<file path="src/hw/rtl/motion_vector_subpel_sample_address_core_macros.svh">
// ----------------------------------------------------------------------------
// Assertion macros for the sub-pel sample address core
// Shared shorthand for clocked, reset-qualified assertions.
// ----------------------------------------------------------------------------
`ifndef MOTION_VECTOR_SUBPEL_SAMPLE_ADDRESS_CORE_MACROS_SVH
`define MOTION_VECTOR_SUBPEL_SAMPLE_ADDRESS_CORE_MACROS_SVH

// Same-cycle implication, checked on every rising edge out of reset.
`define MVSA_ASSERT_IMP(lbl, ante, cons) \
  lbl: assert property (@(posedge clk_i) disable iff (!rst_ni) (ante) |-> (cons)) \
    else $error("mvsa assertion failed");

// Next-cycle implication, checked on every rising edge out of reset.
`define MVSA_ASSERT_NEXT(lbl, ante, cons) \
  lbl: assert property (@(posedge clk_i) disable iff (!rst_ni) (ante) |=> (cons)) \
    else $error("mvsa assertion failed");

`endif

</file>
<file path="src/hw/rtl/mvsa_pkg.sv">
// ----------------------------------------------------------------------------
// mvsa_pkg
// Types, widths and codes shared by the sub-pel sample address core.
// ----------------------------------------------------------------------------
package mvsa_pkg;

  localparam int VecW      = 16;
  localparam int TsW       = 9;
  localparam int ShW       = 2;
  localparam int PadW      = 10;
  localparam int DimW      = 13;
  localparam int PixW      = 12;
  localparam int SrcW      = 17;
  localparam int PhaseW    = 4;
  localparam int SlotW     = 4;
  localparam int LimW      = 16;
  localparam int ProdW     = 26;
  localparam int ScaledW   = 18;
  localparam int SumW      = 19;
  localparam int CfgAddrW  = 3;
  localparam int CfgDataW  = 13;
  localparam int InDataW   = 72;
  localparam int OutDataW  = 64;

  localparam int MaxFrameDim      = 4096;
  localparam int PhaseSlotsDefault = 16;
  localparam int RoundHalf        = 128;
  localparam int ScaleShift       = 8;

  typedef enum logic {
    FuncSample = 1'b0,
    FuncLoad   = 1'b1
  } func_e;

  typedef enum logic [CfgAddrW-1:0] {
    RegTimeScale    = 3'd0,
    RegRoundNearest = 3'd1,
    RegSubpelShift  = 3'd2,
    RegPadLeft      = 3'd3,
    RegPadTop       = 3'd4,
    RegFrameColumns = 3'd5,
    RegFrameRows    = 3'd6
  } cfg_reg_e;

  // Raster position of the next sample, with its last-column and last-row flags.
  typedef struct packed {
    logic [PixW-1:0] col;
    logic [PixW-1:0] row;
    logic            last_col;
    logic            last_row;
  } raster_pos_t;

endpackage

</file>
<file path="src/hw/rtl/mvsa_raster.sv">
// ----------------------------------------------------------------------------
// mvsa_raster
// Column and row counters that walk the vector field in raster order.
// ----------------------------------------------------------------------------
module mvsa_raster (
  input  logic                      clk_i,
  input  logic                      rst_ni,
  input  logic                      advance_i,
  input  logic [mvsa_pkg::DimW-1:0] frame_columns_i,
  input  logic [mvsa_pkg::DimW-1:0] frame_rows_i,
  output mvsa_pkg::raster_pos_t     pos_o
);
  import mvsa_pkg::*;

  logic [PixW-1:0] col_q, col_d;
  logic [PixW-1:0] row_q, row_d;
  logic [DimW-1:0] cols, rows;
  logic            last_col, last_row;

  // Zero counts as one; anything past the largest frame saturates.
  function automatic logic [DimW-1:0] frame_limit(input logic [DimW-1:0] v);
    logic [DimW-1:0] r;
    if (v == '0) begin
      r = DimW'(1);
    end else if (v > DimW'(MaxFrameDim)) begin
      r = DimW'(MaxFrameDim);
    end else begin
      r = v;
    end
    return r;
  endfunction

  assign cols     = frame_limit(frame_columns_i);
  assign rows     = frame_limit(frame_rows_i);
  assign last_col = ({1'b0, col_q} + DimW'(1)) >= cols;
  assign last_row = ({1'b0, row_q} + DimW'(1)) >= rows;

  always_comb begin
    col_d = col_q;
    row_d = row_q;
    if (advance_i) begin
      if (last_col) begin
        col_d = '0;
        row_d = last_row ? '0 : row_q + PixW'(1);
      end else begin
        col_d = col_q + PixW'(1);
      end
    end
  end

  always_ff @(posedge clk_i or negedge rst_ni) begin
    if (!rst_ni) begin
      col_q <= '0;
      row_q <= '0;
    end else begin
      col_q <= col_d;
      row_q <= row_d;
    end
  end

  assign pos_o = '{col: col_q, row: row_q, last_col: last_col, last_row: last_row};

endmodule

</file>
<file path="src/hw/rtl/mvsa_phase_table.sv">
// ----------------------------------------------------------------------------
// mvsa_phase_table
// Valid width and height of each sub-pel phase plane, filled by load items.
// ----------------------------------------------------------------------------
module mvsa_phase_table #(
  parameter int PHASE_SLOTS = mvsa_pkg::PhaseSlotsDefault
) (
  input  logic                        clk_i,
  input  logic                        wr_en_i,
  input  logic [mvsa_pkg::SlotW-1:0]  wr_slot_i,
  input  logic [mvsa_pkg::LimW-1:0]   wr_width_i,
  input  logic [mvsa_pkg::LimW-1:0]   wr_height_i,
  input  logic [mvsa_pkg::PhaseW-1:0] rd_phase_i,
  output logic                        rd_hit_o,
  output logic [mvsa_pkg::LimW-1:0]   rd_width_o,
  output logic [mvsa_pkg::LimW-1:0]   rd_height_o
);
  import mvsa_pkg::*;

  localparam int IdxW = (PHASE_SLOTS > 1) ? $clog2(PHASE_SLOTS) : 1;

  logic [LimW-1:0] width_q  [PHASE_SLOTS];
  logic [LimW-1:0] height_q [PHASE_SLOTS];
  logic            wr_hit;

  // Slots at or beyond the table depth are dropped on write and miss on read.
  assign wr_hit   = {1'b0, wr_slot_i} < (SlotW + 1)'(PHASE_SLOTS);
  assign rd_hit_o = {1'b0, rd_phase_i} < (PhaseW + 1)'(PHASE_SLOTS);

  always_ff @(posedge clk_i) begin
    if (wr_en_i && wr_hit) begin
      width_q[wr_slot_i[IdxW-1:0]]  <= wr_width_i;
      height_q[wr_slot_i[IdxW-1:0]] <= wr_height_i;
    end
  end

  assign rd_width_o  = rd_hit_o ? width_q[rd_phase_i[IdxW-1:0]]  : '0;
  assign rd_height_o = rd_hit_o ? height_q[rd_phase_i[IdxW-1:0]] : '0;

endmodule

</file>
<file path="src/hw/rtl/motion_vector_subpel_sample_address_core.sv">
// ----------------------------------------------------------------------------
// motion_vector_subpel_sample_address_core
// Turns per-pixel motion vectors into padded whole-pel source addresses,
// sub-pel phase indexes and an in-domain flag, in raster order.
// ----------------------------------------------------------------------------
//
//   Channel   Dir  Handshake                   Payload
//   s_axis    in   s_axis_tvalid/tready        tdata: vectors, load entry; tuser: func
//   m_axis    out  m_axis_tvalid/tready        tdata: addresses, phase, flag; tlast: eof
//   cfg       in   cfg_valid_i/cfg_ready_o     cfg_addr_i register index, cfg_data_i
//
// An accepted item is registered in the input stage, where the multiply, the
// rounding shift, the address adds and the table compare happen, and is then
// held in the output register; one item per cycle while m_axis does not stall.
// A load item writes the phase table when it leaves the input stage and
// yields no result. Reset clears the counters, the configuration and both
// stage valid bits; the phase table holds no reset value. A stall on m_axis
// backs up into s_axis only once both stages are full.
// ----------------------------------------------------------------------------
`include "motion_vector_subpel_sample_address_core_macros.svh"

module motion_vector_subpel_sample_address_core #(
  parameter int PHASE_SLOTS = mvsa_pkg::PhaseSlotsDefault
) (
  input  logic                            clk_i,
  input  logic                            rst_ni,
  // Input items.
  input  logic                            s_axis_tvalid,
  output logic                            s_axis_tready,
  // tdata from bit 0: vector_x[16], vector_y[16], slot[4], slot_width[16],
  // slot_height[16], four zero bits.
  input  logic [mvsa_pkg::InDataW-1:0]    s_axis_tdata,
  // tuser: func (0 sample, 1 load a phase table entry).
  input  logic                            s_axis_tuser,
  // Result items.
  output logic                            m_axis_tvalid,
  input  logic                            m_axis_tready,
  // tdata from bit 0: pixel_column[12], pixel_row[12], source_column[17],
  // source_row[17], phase_index[4], in_domain[1], one zero bit.
  output logic [mvsa_pkg::OutDataW-1:0]   m_axis_tdata,
  // tlast: end_of_frame.
  output logic                            m_axis_tlast,
  // Configuration writes.
  input  logic                            cfg_valid_i,
  output logic                            cfg_ready_o,
  input  logic [mvsa_pkg::CfgAddrW-1:0]   cfg_addr_i,
  input  logic [mvsa_pkg::CfgDataW-1:0]   cfg_data_i
);
  import mvsa_pkg::*;

  // Configuration registers.
  logic [TsW-1:0]  time_scale_q;
  logic            round_nearest_q;
  logic [ShW-1:0]  subpel_shift_q;
  logic [PadW-1:0] pad_left_q, pad_top_q;
  logic [DimW-1:0] frame_columns_q, frame_rows_q;

  assign cfg_ready_o = 1'b1;

  always_ff @(posedge clk_i or negedge rst_ni) begin
    if (!rst_ni) begin
      time_scale_q    <= TsW'(256);
      round_nearest_q <= 1'b0;
      subpel_shift_q  <= '0;
      pad_left_q      <= '0;
      pad_top_q       <= '0;
      frame_columns_q <= DimW'(1);
      frame_rows_q    <= DimW'(1);
    end else if (cfg_valid_i) begin
      case (cfg_reg_e'(cfg_addr_i))
        RegTimeScale:    time_scale_q    <= cfg_data_i[TsW-1:0];
        RegRoundNearest: round_nearest_q <= cfg_data_i[0];
        RegSubpelShift:  subpel_shift_q  <= cfg_data_i[ShW-1:0];
        RegPadLeft:      pad_left_q      <= cfg_data_i[PadW-1:0];
        RegPadTop:       pad_top_q       <= cfg_data_i[PadW-1:0];
        RegFrameColumns: frame_columns_q <= cfg_data_i;
        RegFrameRows:    frame_rows_q    <= cfg_data_i;
        default: ;
      endcase
    end
  end

  // Handshake and stage control.
  logic s1_valid_q;
  logic s1_adv;
  logic s_acc;
  logic smp_acc;
  logic m_valid_q;

  func_e             s1_func_q;
  logic signed [VecW-1:0] s1_vx_q, s1_vy_q;
  logic [SlotW-1:0]  s1_slot_q;
  logic [LimW-1:0]   s1_sw_q, s1_sh_q;
  logic [PixW-1:0]   s1_col_q, s1_row_q;
  logic              s1_eof_q;

  raster_pos_t pos;

  // A load item leaves the input stage freely; a sample needs a free output slot.
  assign s1_adv  = s1_valid_q && ((s1_func_q == FuncLoad) || !m_valid_q || m_axis_tready);
  assign s_axis_tready = !s1_valid_q || s1_adv;
  assign s_acc   = s_axis_tvalid && s_axis_tready;
  assign smp_acc = s_acc && (func_e'(s_axis_tuser) == FuncSample);

  mvsa_raster u_raster (
    .clk_i,
    .rst_ni,
    .advance_i       (smp_acc),
    .frame_columns_i (frame_columns_q),
    .frame_rows_i    (frame_rows_q),
    .pos_o           (pos)
  );

  always_ff @(posedge clk_i or negedge rst_ni) begin
    if (!rst_ni) begin
      s1_valid_q <= 1'b0;
    end else if (s_axis_tready) begin
      s1_valid_q <= s_axis_tvalid;
    end
  end

  // The raster position is snapshotted as the item enters.
  always_ff @(posedge clk_i) begin
    if (s_acc) begin
      s1_func_q <= func_e'(s_axis_tuser);
      s1_vx_q   <= $signed(s_axis_tdata[15:0]);
      s1_vy_q   <= $signed(s_axis_tdata[31:16]);
      s1_slot_q <= s_axis_tdata[35:32];
      s1_sw_q   <= s_axis_tdata[51:36];
      s1_sh_q   <= s_axis_tdata[67:52];
      s1_col_q  <= pos.col;
      s1_row_q  <= pos.row;
      s1_eof_q  <= pos.last_col && pos.last_row;
    end
  end

  // Phase table: written as a load item leaves, read by the sample in stage 1.
  logic [PhaseW-1:0] phase;
  logic              tbl_hit;
  logic [LimW-1:0]   tbl_width, tbl_height;

  mvsa_phase_table #(
    .PHASE_SLOTS (PHASE_SLOTS)
  ) u_phase_table (
    .clk_i,
    .wr_en_i     (s1_adv && (s1_func_q == FuncLoad)),
    .wr_slot_i   (s1_slot_q),
    .wr_width_i  (s1_sw_q),
    .wr_height_i (s1_sh_q),
    .rd_phase_i  (phase),
    .rd_hit_o    (tbl_hit),
    .rd_width_o  (tbl_width),
    .rd_height_o (tbl_height)
  );

  // Scale each component by the time coefficient, optionally add one half,
  // and floor-shift by eight; the top bits of the sum are that floor.
  logic [ShW-1:0]            sh_eff;
  logic signed [ProdW-1:0]   ts_ext, half, sum_x, sum_y;
  logic signed [ScaledW-1:0] dx, dy, whole_x, whole_y;
  logic [PhaseW-1:0]         frac_x, frac_y;
  logic signed [SumW-1:0]    sx, sy;
  logic                      col_in, row_in, in_domain;

  // The unused precision code saturates to quarter pel.
  assign sh_eff = (subpel_shift_q == 2'd3) ? 2'd2 : subpel_shift_q;
  assign ts_ext = $signed(ProdW'(time_scale_q));
  assign half   = round_nearest_q ? ProdW'(RoundHalf) : '0;
  assign sum_x  = ProdW'(s1_vx_q) * ts_ext + half;
  assign sum_y  = ProdW'(s1_vy_q) * ts_ext + half;
  assign dx     = sum_x[ProdW-1:ScaleShift];
  assign dy     = sum_y[ProdW-1:ScaleShift];

  // Low sh_eff bits of each scaled component form the phase.
  always_comb begin
    case (sh_eff)
      2'd1: begin
        frac_x = PhaseW'(dx[0]);
        frac_y = PhaseW'(dy[0]);
      end
      2'd2: begin
        frac_x = PhaseW'(dx[1:0]);
        frac_y = PhaseW'(dy[1:0]);
      end
      default: begin
        frac_x = '0;
        frac_y = '0;
      end
    endcase
  end

  assign phase   = frac_x + (frac_y << sh_eff);
  assign whole_x = dx >>> sh_eff;
  assign whole_y = dy >>> sh_eff;

  // Padded whole-pel source position at full precision.
  assign sx = $signed(SumW'(pad_left_q)) + $signed(SumW'(s1_col_q)) + SumW'(whole_x);
  assign sy = $signed(SumW'(pad_top_q)) + $signed(SumW'(s1_row_q)) + SumW'(whole_y);

  // A nonnegative position stays below 2^17, so the low bits suffice for the compare.
  assign col_in    = !sx[SumW-1] && (sx[SumW-2:0] < (SumW - 1)'(tbl_width));
  assign row_in    = !sy[SumW-1] && (sy[SumW-2:0] < (SumW - 1)'(tbl_height));
  assign in_domain = tbl_hit && col_in && row_in;

  // Output register.
  logic [PixW-1:0]   o_col_q, o_row_q;
  logic [SrcW-1:0]   o_sx_q, o_sy_q;
  logic [PhaseW-1:0] o_phase_q;
  logic              o_in_q, o_eof_q;
  logic              s1_out;

  assign s1_out = s1_adv && (s1_func_q == FuncSample);

  always_ff @(posedge clk_i or negedge rst_ni) begin
    if (!rst_ni) begin
      m_valid_q <= 1'b0;
    end else if (s1_out) begin
      m_valid_q <= 1'b1;
    end else if (m_axis_tready) begin
      m_valid_q <= 1'b0;
    end
  end

  always_ff @(posedge clk_i) begin
    if (s1_out) begin
      o_col_q   <= s1_col_q;
      o_row_q   <= s1_row_q;
      o_sx_q    <= sx[SrcW-1:0];
      o_sy_q    <= sy[SrcW-1:0];
      o_phase_q <= phase;
      o_in_q    <= in_domain;
      o_eof_q   <= s1_eof_q;
    end
  end

  assign m_axis_tvalid = m_valid_q;
  assign m_axis_tdata  = {1'b0, o_in_q, o_phase_q, o_sy_q, o_sx_q, o_row_q, o_col_q};
  assign m_axis_tlast  = o_eof_q;

  // A result appears only right after a sample item left the input stage.
  `MVSA_ASSERT_IMP(a_result_from_sample, $rose(m_valid_q),
                   $past(s1_valid_q && (s1_func_q == FuncSample)))
  // An in-domain result always carries nonnegative source coordinates.
  `MVSA_ASSERT_IMP(a_in_domain_nonneg, m_valid_q && o_in_q, !o_sx_q[SrcW-1] && !o_sy_q[SrcW-1])
  // The last pixel of a frame sends the raster back to the origin.
  `MVSA_ASSERT_NEXT(a_frame_wrap, smp_acc && pos.last_col && pos.last_row,
                    (pos.col == '0) && (pos.row == '0))
  // Back-pressure on the input only ever comes from a held input stage.
  `MVSA_ASSERT_IMP(a_stall_source, !s_axis_tready, s1_valid_q && m_valid_q)

endmodule

</file>
<file path="config.mk">
export PLATFORM = sky130hd
export DESIGN_NAME = motion_vector_subpel_sample_address_core
export DESIGN_NICKNAME = d
export VERILOG_FILES = /design/src/hw/rtl/mvsa_pkg.sv /design/src/hw/rtl/mvsa_raster.sv /design/src/hw/rtl/mvsa_phase_table.sv /design/src/hw/rtl/motion_vector_subpel_sample_address_core.sv
export VERILOG_INCLUDE_DIRS = /design/src /design/src/hw/rtl
export SDC_FILE = /design/constraint.sdc
export NUM_CORES = 2
export LEC_CHECK = 0
export ABC_AREA = 0
export BUFFER_PORTS_ARGS = -buffer_cell sky130_fd_sc_hd__buf_4
export CORE_AREA = 2 2 248 372
export DETAILED_ROUTE_END_ITERATION = 16
export DIE_AREA = 0 0 250 374
export HOLD_SLACK_MARGIN = 0.03
export SLEW_MARGIN = 20
export SYNTH_ARGS = -nofsm -noshare
export SYNTH_HDL_FRONTEND = slang
export SYNTH_HIERARCHICAL = 1
export SYNTH_SLANG_ARGS = --single-unit
</file>
<file path="constraint.sdc">
create_clock -name clk_i -period 25.4 [get_ports clk_i]
set_clock_uncertainty 0.1 [all_clocks]
set_input_delay 2.54 -clock clk_i [delete_from_list [all_inputs] [get_ports clk_i]]
set_output_delay 2.54 -clock clk_i [all_outputs]
set_load 0.01 [all_outputs]
</file>
==> out/results.tsv <==
metric	value	unit
outcome	complete, no violations	
gp_congestion	0.867	
cts.sinks	754	
hp-class	reg -> reg	
placed_area	45500	um^2
maxSlewViolCount	0	
cts_hold_buf	0	
insertion_delay	660	ps
cpPeakStageDelay	830	ps
post_cts_buffers	0	
fin_crit	10800	ps
final_cell_mix	670 x edfxtp_1, 370 x inv_1, 295 x nand2_1, 253 x ha_1, 248 x fa_1	
fin_area	47900	um^2
required	25790	ps
antenna_found_initial	0	
crit_path_start_kind	flop	
die_y	374	um
drt_iter0_drc	1740	
cp_slowest_cell	o41ai_1	
cpLargestDelayFamily	compound AO/OA/AOI/OAI gates	
synth.avg_cell_area	13.7	um^2
cp-end-kind	flop	
ctsResizeCount	0	
hold_viol_final	0	
cts.clk_slew.worst_paths	60	ps
ys_async_sr_fraction	0.111	
rows	135	
fin_setup_tns	0	ps
synth_enable_flop_cells	670	
fin_crit_sh	0.425	
grt_util_met3	0.0319	
setup_ws	14600	ps
ys_top_cells_by_area	edfxtp_1 47%, fa_1 12%, ha_1 7.4%	
cts_made_buffers	75	
rsz0062_at_grt	no	
synth_seq_area_share	0.518	
cts_buffer_depth	3	
yosysTopAreaCell	edfxtp_1	
critPathMaxFanout	32	
yosysUniqueCellTypes	91	
via_per_inst	5.64	
cp_common_cell	fa_1	
grt.overflow.total	0	
dp_slack	14740	ps
ys_warn_count	6	
use_met1	0.280	
path_class	reg -> reg	
grt_pass1_wl	160000	um
route.vias.total	25400	
initial_core_util	0.476	
cts_root_buf	clkbuf_16	
setup_viol	0	
diodes	0	
fillers	7560	
cts_max_level	3	
yosysTopAreaCellShare	0.469	
netlist_area	42900	um^2
syn_inst	3132	
cap_viol_max_count	0	
drive_gt1_frac	0.163	
layout.nets	3883	
hpwl	70000	um
grt_max_degree	65	
cts_tree	built	
die_w	250	um
dieArea	93500	um^2
synth_ff_type	edfxtp_1	
ys_ff_latch	754	
drtAntennaViolNets	0	
syn_to_final_growth	11.7	%
worstMarginPinSlew	1020	ps
layout_commonest_cell	edfxtp_1	
critPathBufInv	2	
wirelength	103000	um
wl_per_cell	22.9	um
grt_pass1_vias	27100	
core_area	90200	um^2
dr.pass1.iters	5	
port_buffers	155	
grtUsageTotal	0.227	
arrival	11190	ps
use_met2	0.406	
max_freq	0.0926	GHz
fin_hold_ws	320	ps
busiest_layer	met2	
slew_headroom	0.320	
ios	162	
drcViolationCount	0	
==> synthesized netlist by cell type, types with 56 or more instances <==
cell type and number:
a22oi_1 64, inv_1 370, a21oi_1 87, dfrtp_1 81, mux2_2 58, xnor2_1 72, clkbuf_1 69, nand2_1 295
nor2_1 104, edfxtp_1 670, o21ai_0 56, ha_1 254, mux4_2 128, and2_1 136, fa_1 249
==> layout make-up <==
class,count,area [um^2],share of cell area
flip-flops and latches,754,22200,0.464
multi-input cells,1884,18900,0.395
clock buffers,87,1970,0.0412
repair buffers,198,1490,0.0311
well taps,1164,1460,0.0304
inverters,373,1400,0.0293
clock inverters,46,459,0.00958
==> flip-flops by register name, summed over array words and instances (netlist names), 12 cells and up <==
signal and flops:
u_phase_table/height_q 256, u_phase_table/width_q 256, o_sx_q 17, o_sy_q 17, s1_sh_q 16, s1_sw_q 16
s1_vx_q 16, s1_vy_q 16, frame_columns_q 13, frame_rows_q 13, o_col_q 12, o_row_q 12
s1_col_q 12, s1_row_q 12, u_raster/col_q 12, u_raster/row_q 12
==> per-stage QoR <==
stage	cells	utilization
final	4506	0.531
after global placement	4373	0.504
after floorplan	3133	-
after detailed placement	4373	0.504
after global routing	4506	0.531
after CTS	4506	0.531
==> path summary, 6_finish.rpt <==
kind                       slack [ps]             from  depth (start not counted)               to
min in group asynchronous        1780           rst_ni                          1  frame_rows_q[3]
min reg2reg                       320         s1_eof_q                          0     m_axis_tlast
max reg2reg                     14600  time_scale_q[3]                         37           o_in_q
min                               320         s1_eof_q                          0     m_axis_tlast
max                             14600  time_scale_q[3]                         37           o_in_q
max in group asynchronous       22380           rst_ni                          2  time_scale_q[0]
==> cells by family after synthesis <==
logic type / after synthesis / synth area share
flip-flops: 754 / 0.518
AO/OA/AOI/OAI: 377 / 0.0611
AND/OR/NAND/NOR: 695 / 0.0780
buffers and inverters: 495 / 0.0452
XOR/XNOR: 105 / 0.0219
adder cells (fa/ha/maj): 503 / 0.190
other: 3 / 0.000262
multiplexers: 200 / 0.0856
==> metal layers <==
| metal | vias up | part of all wire |
|---|---|---|
| met1 | 13100 | 0.39 |
| met3 | 162 | 0.047 |
| li1 | 11400 | - |
| met4 | 0 | 0.032 |
| met5 | - | 0 |
| met2 | 700 | 0.53 |
Power is left out: the tool's default activity adds up to more than one toggle a clock period on the data nets, which glitch-free logic cannot reach.
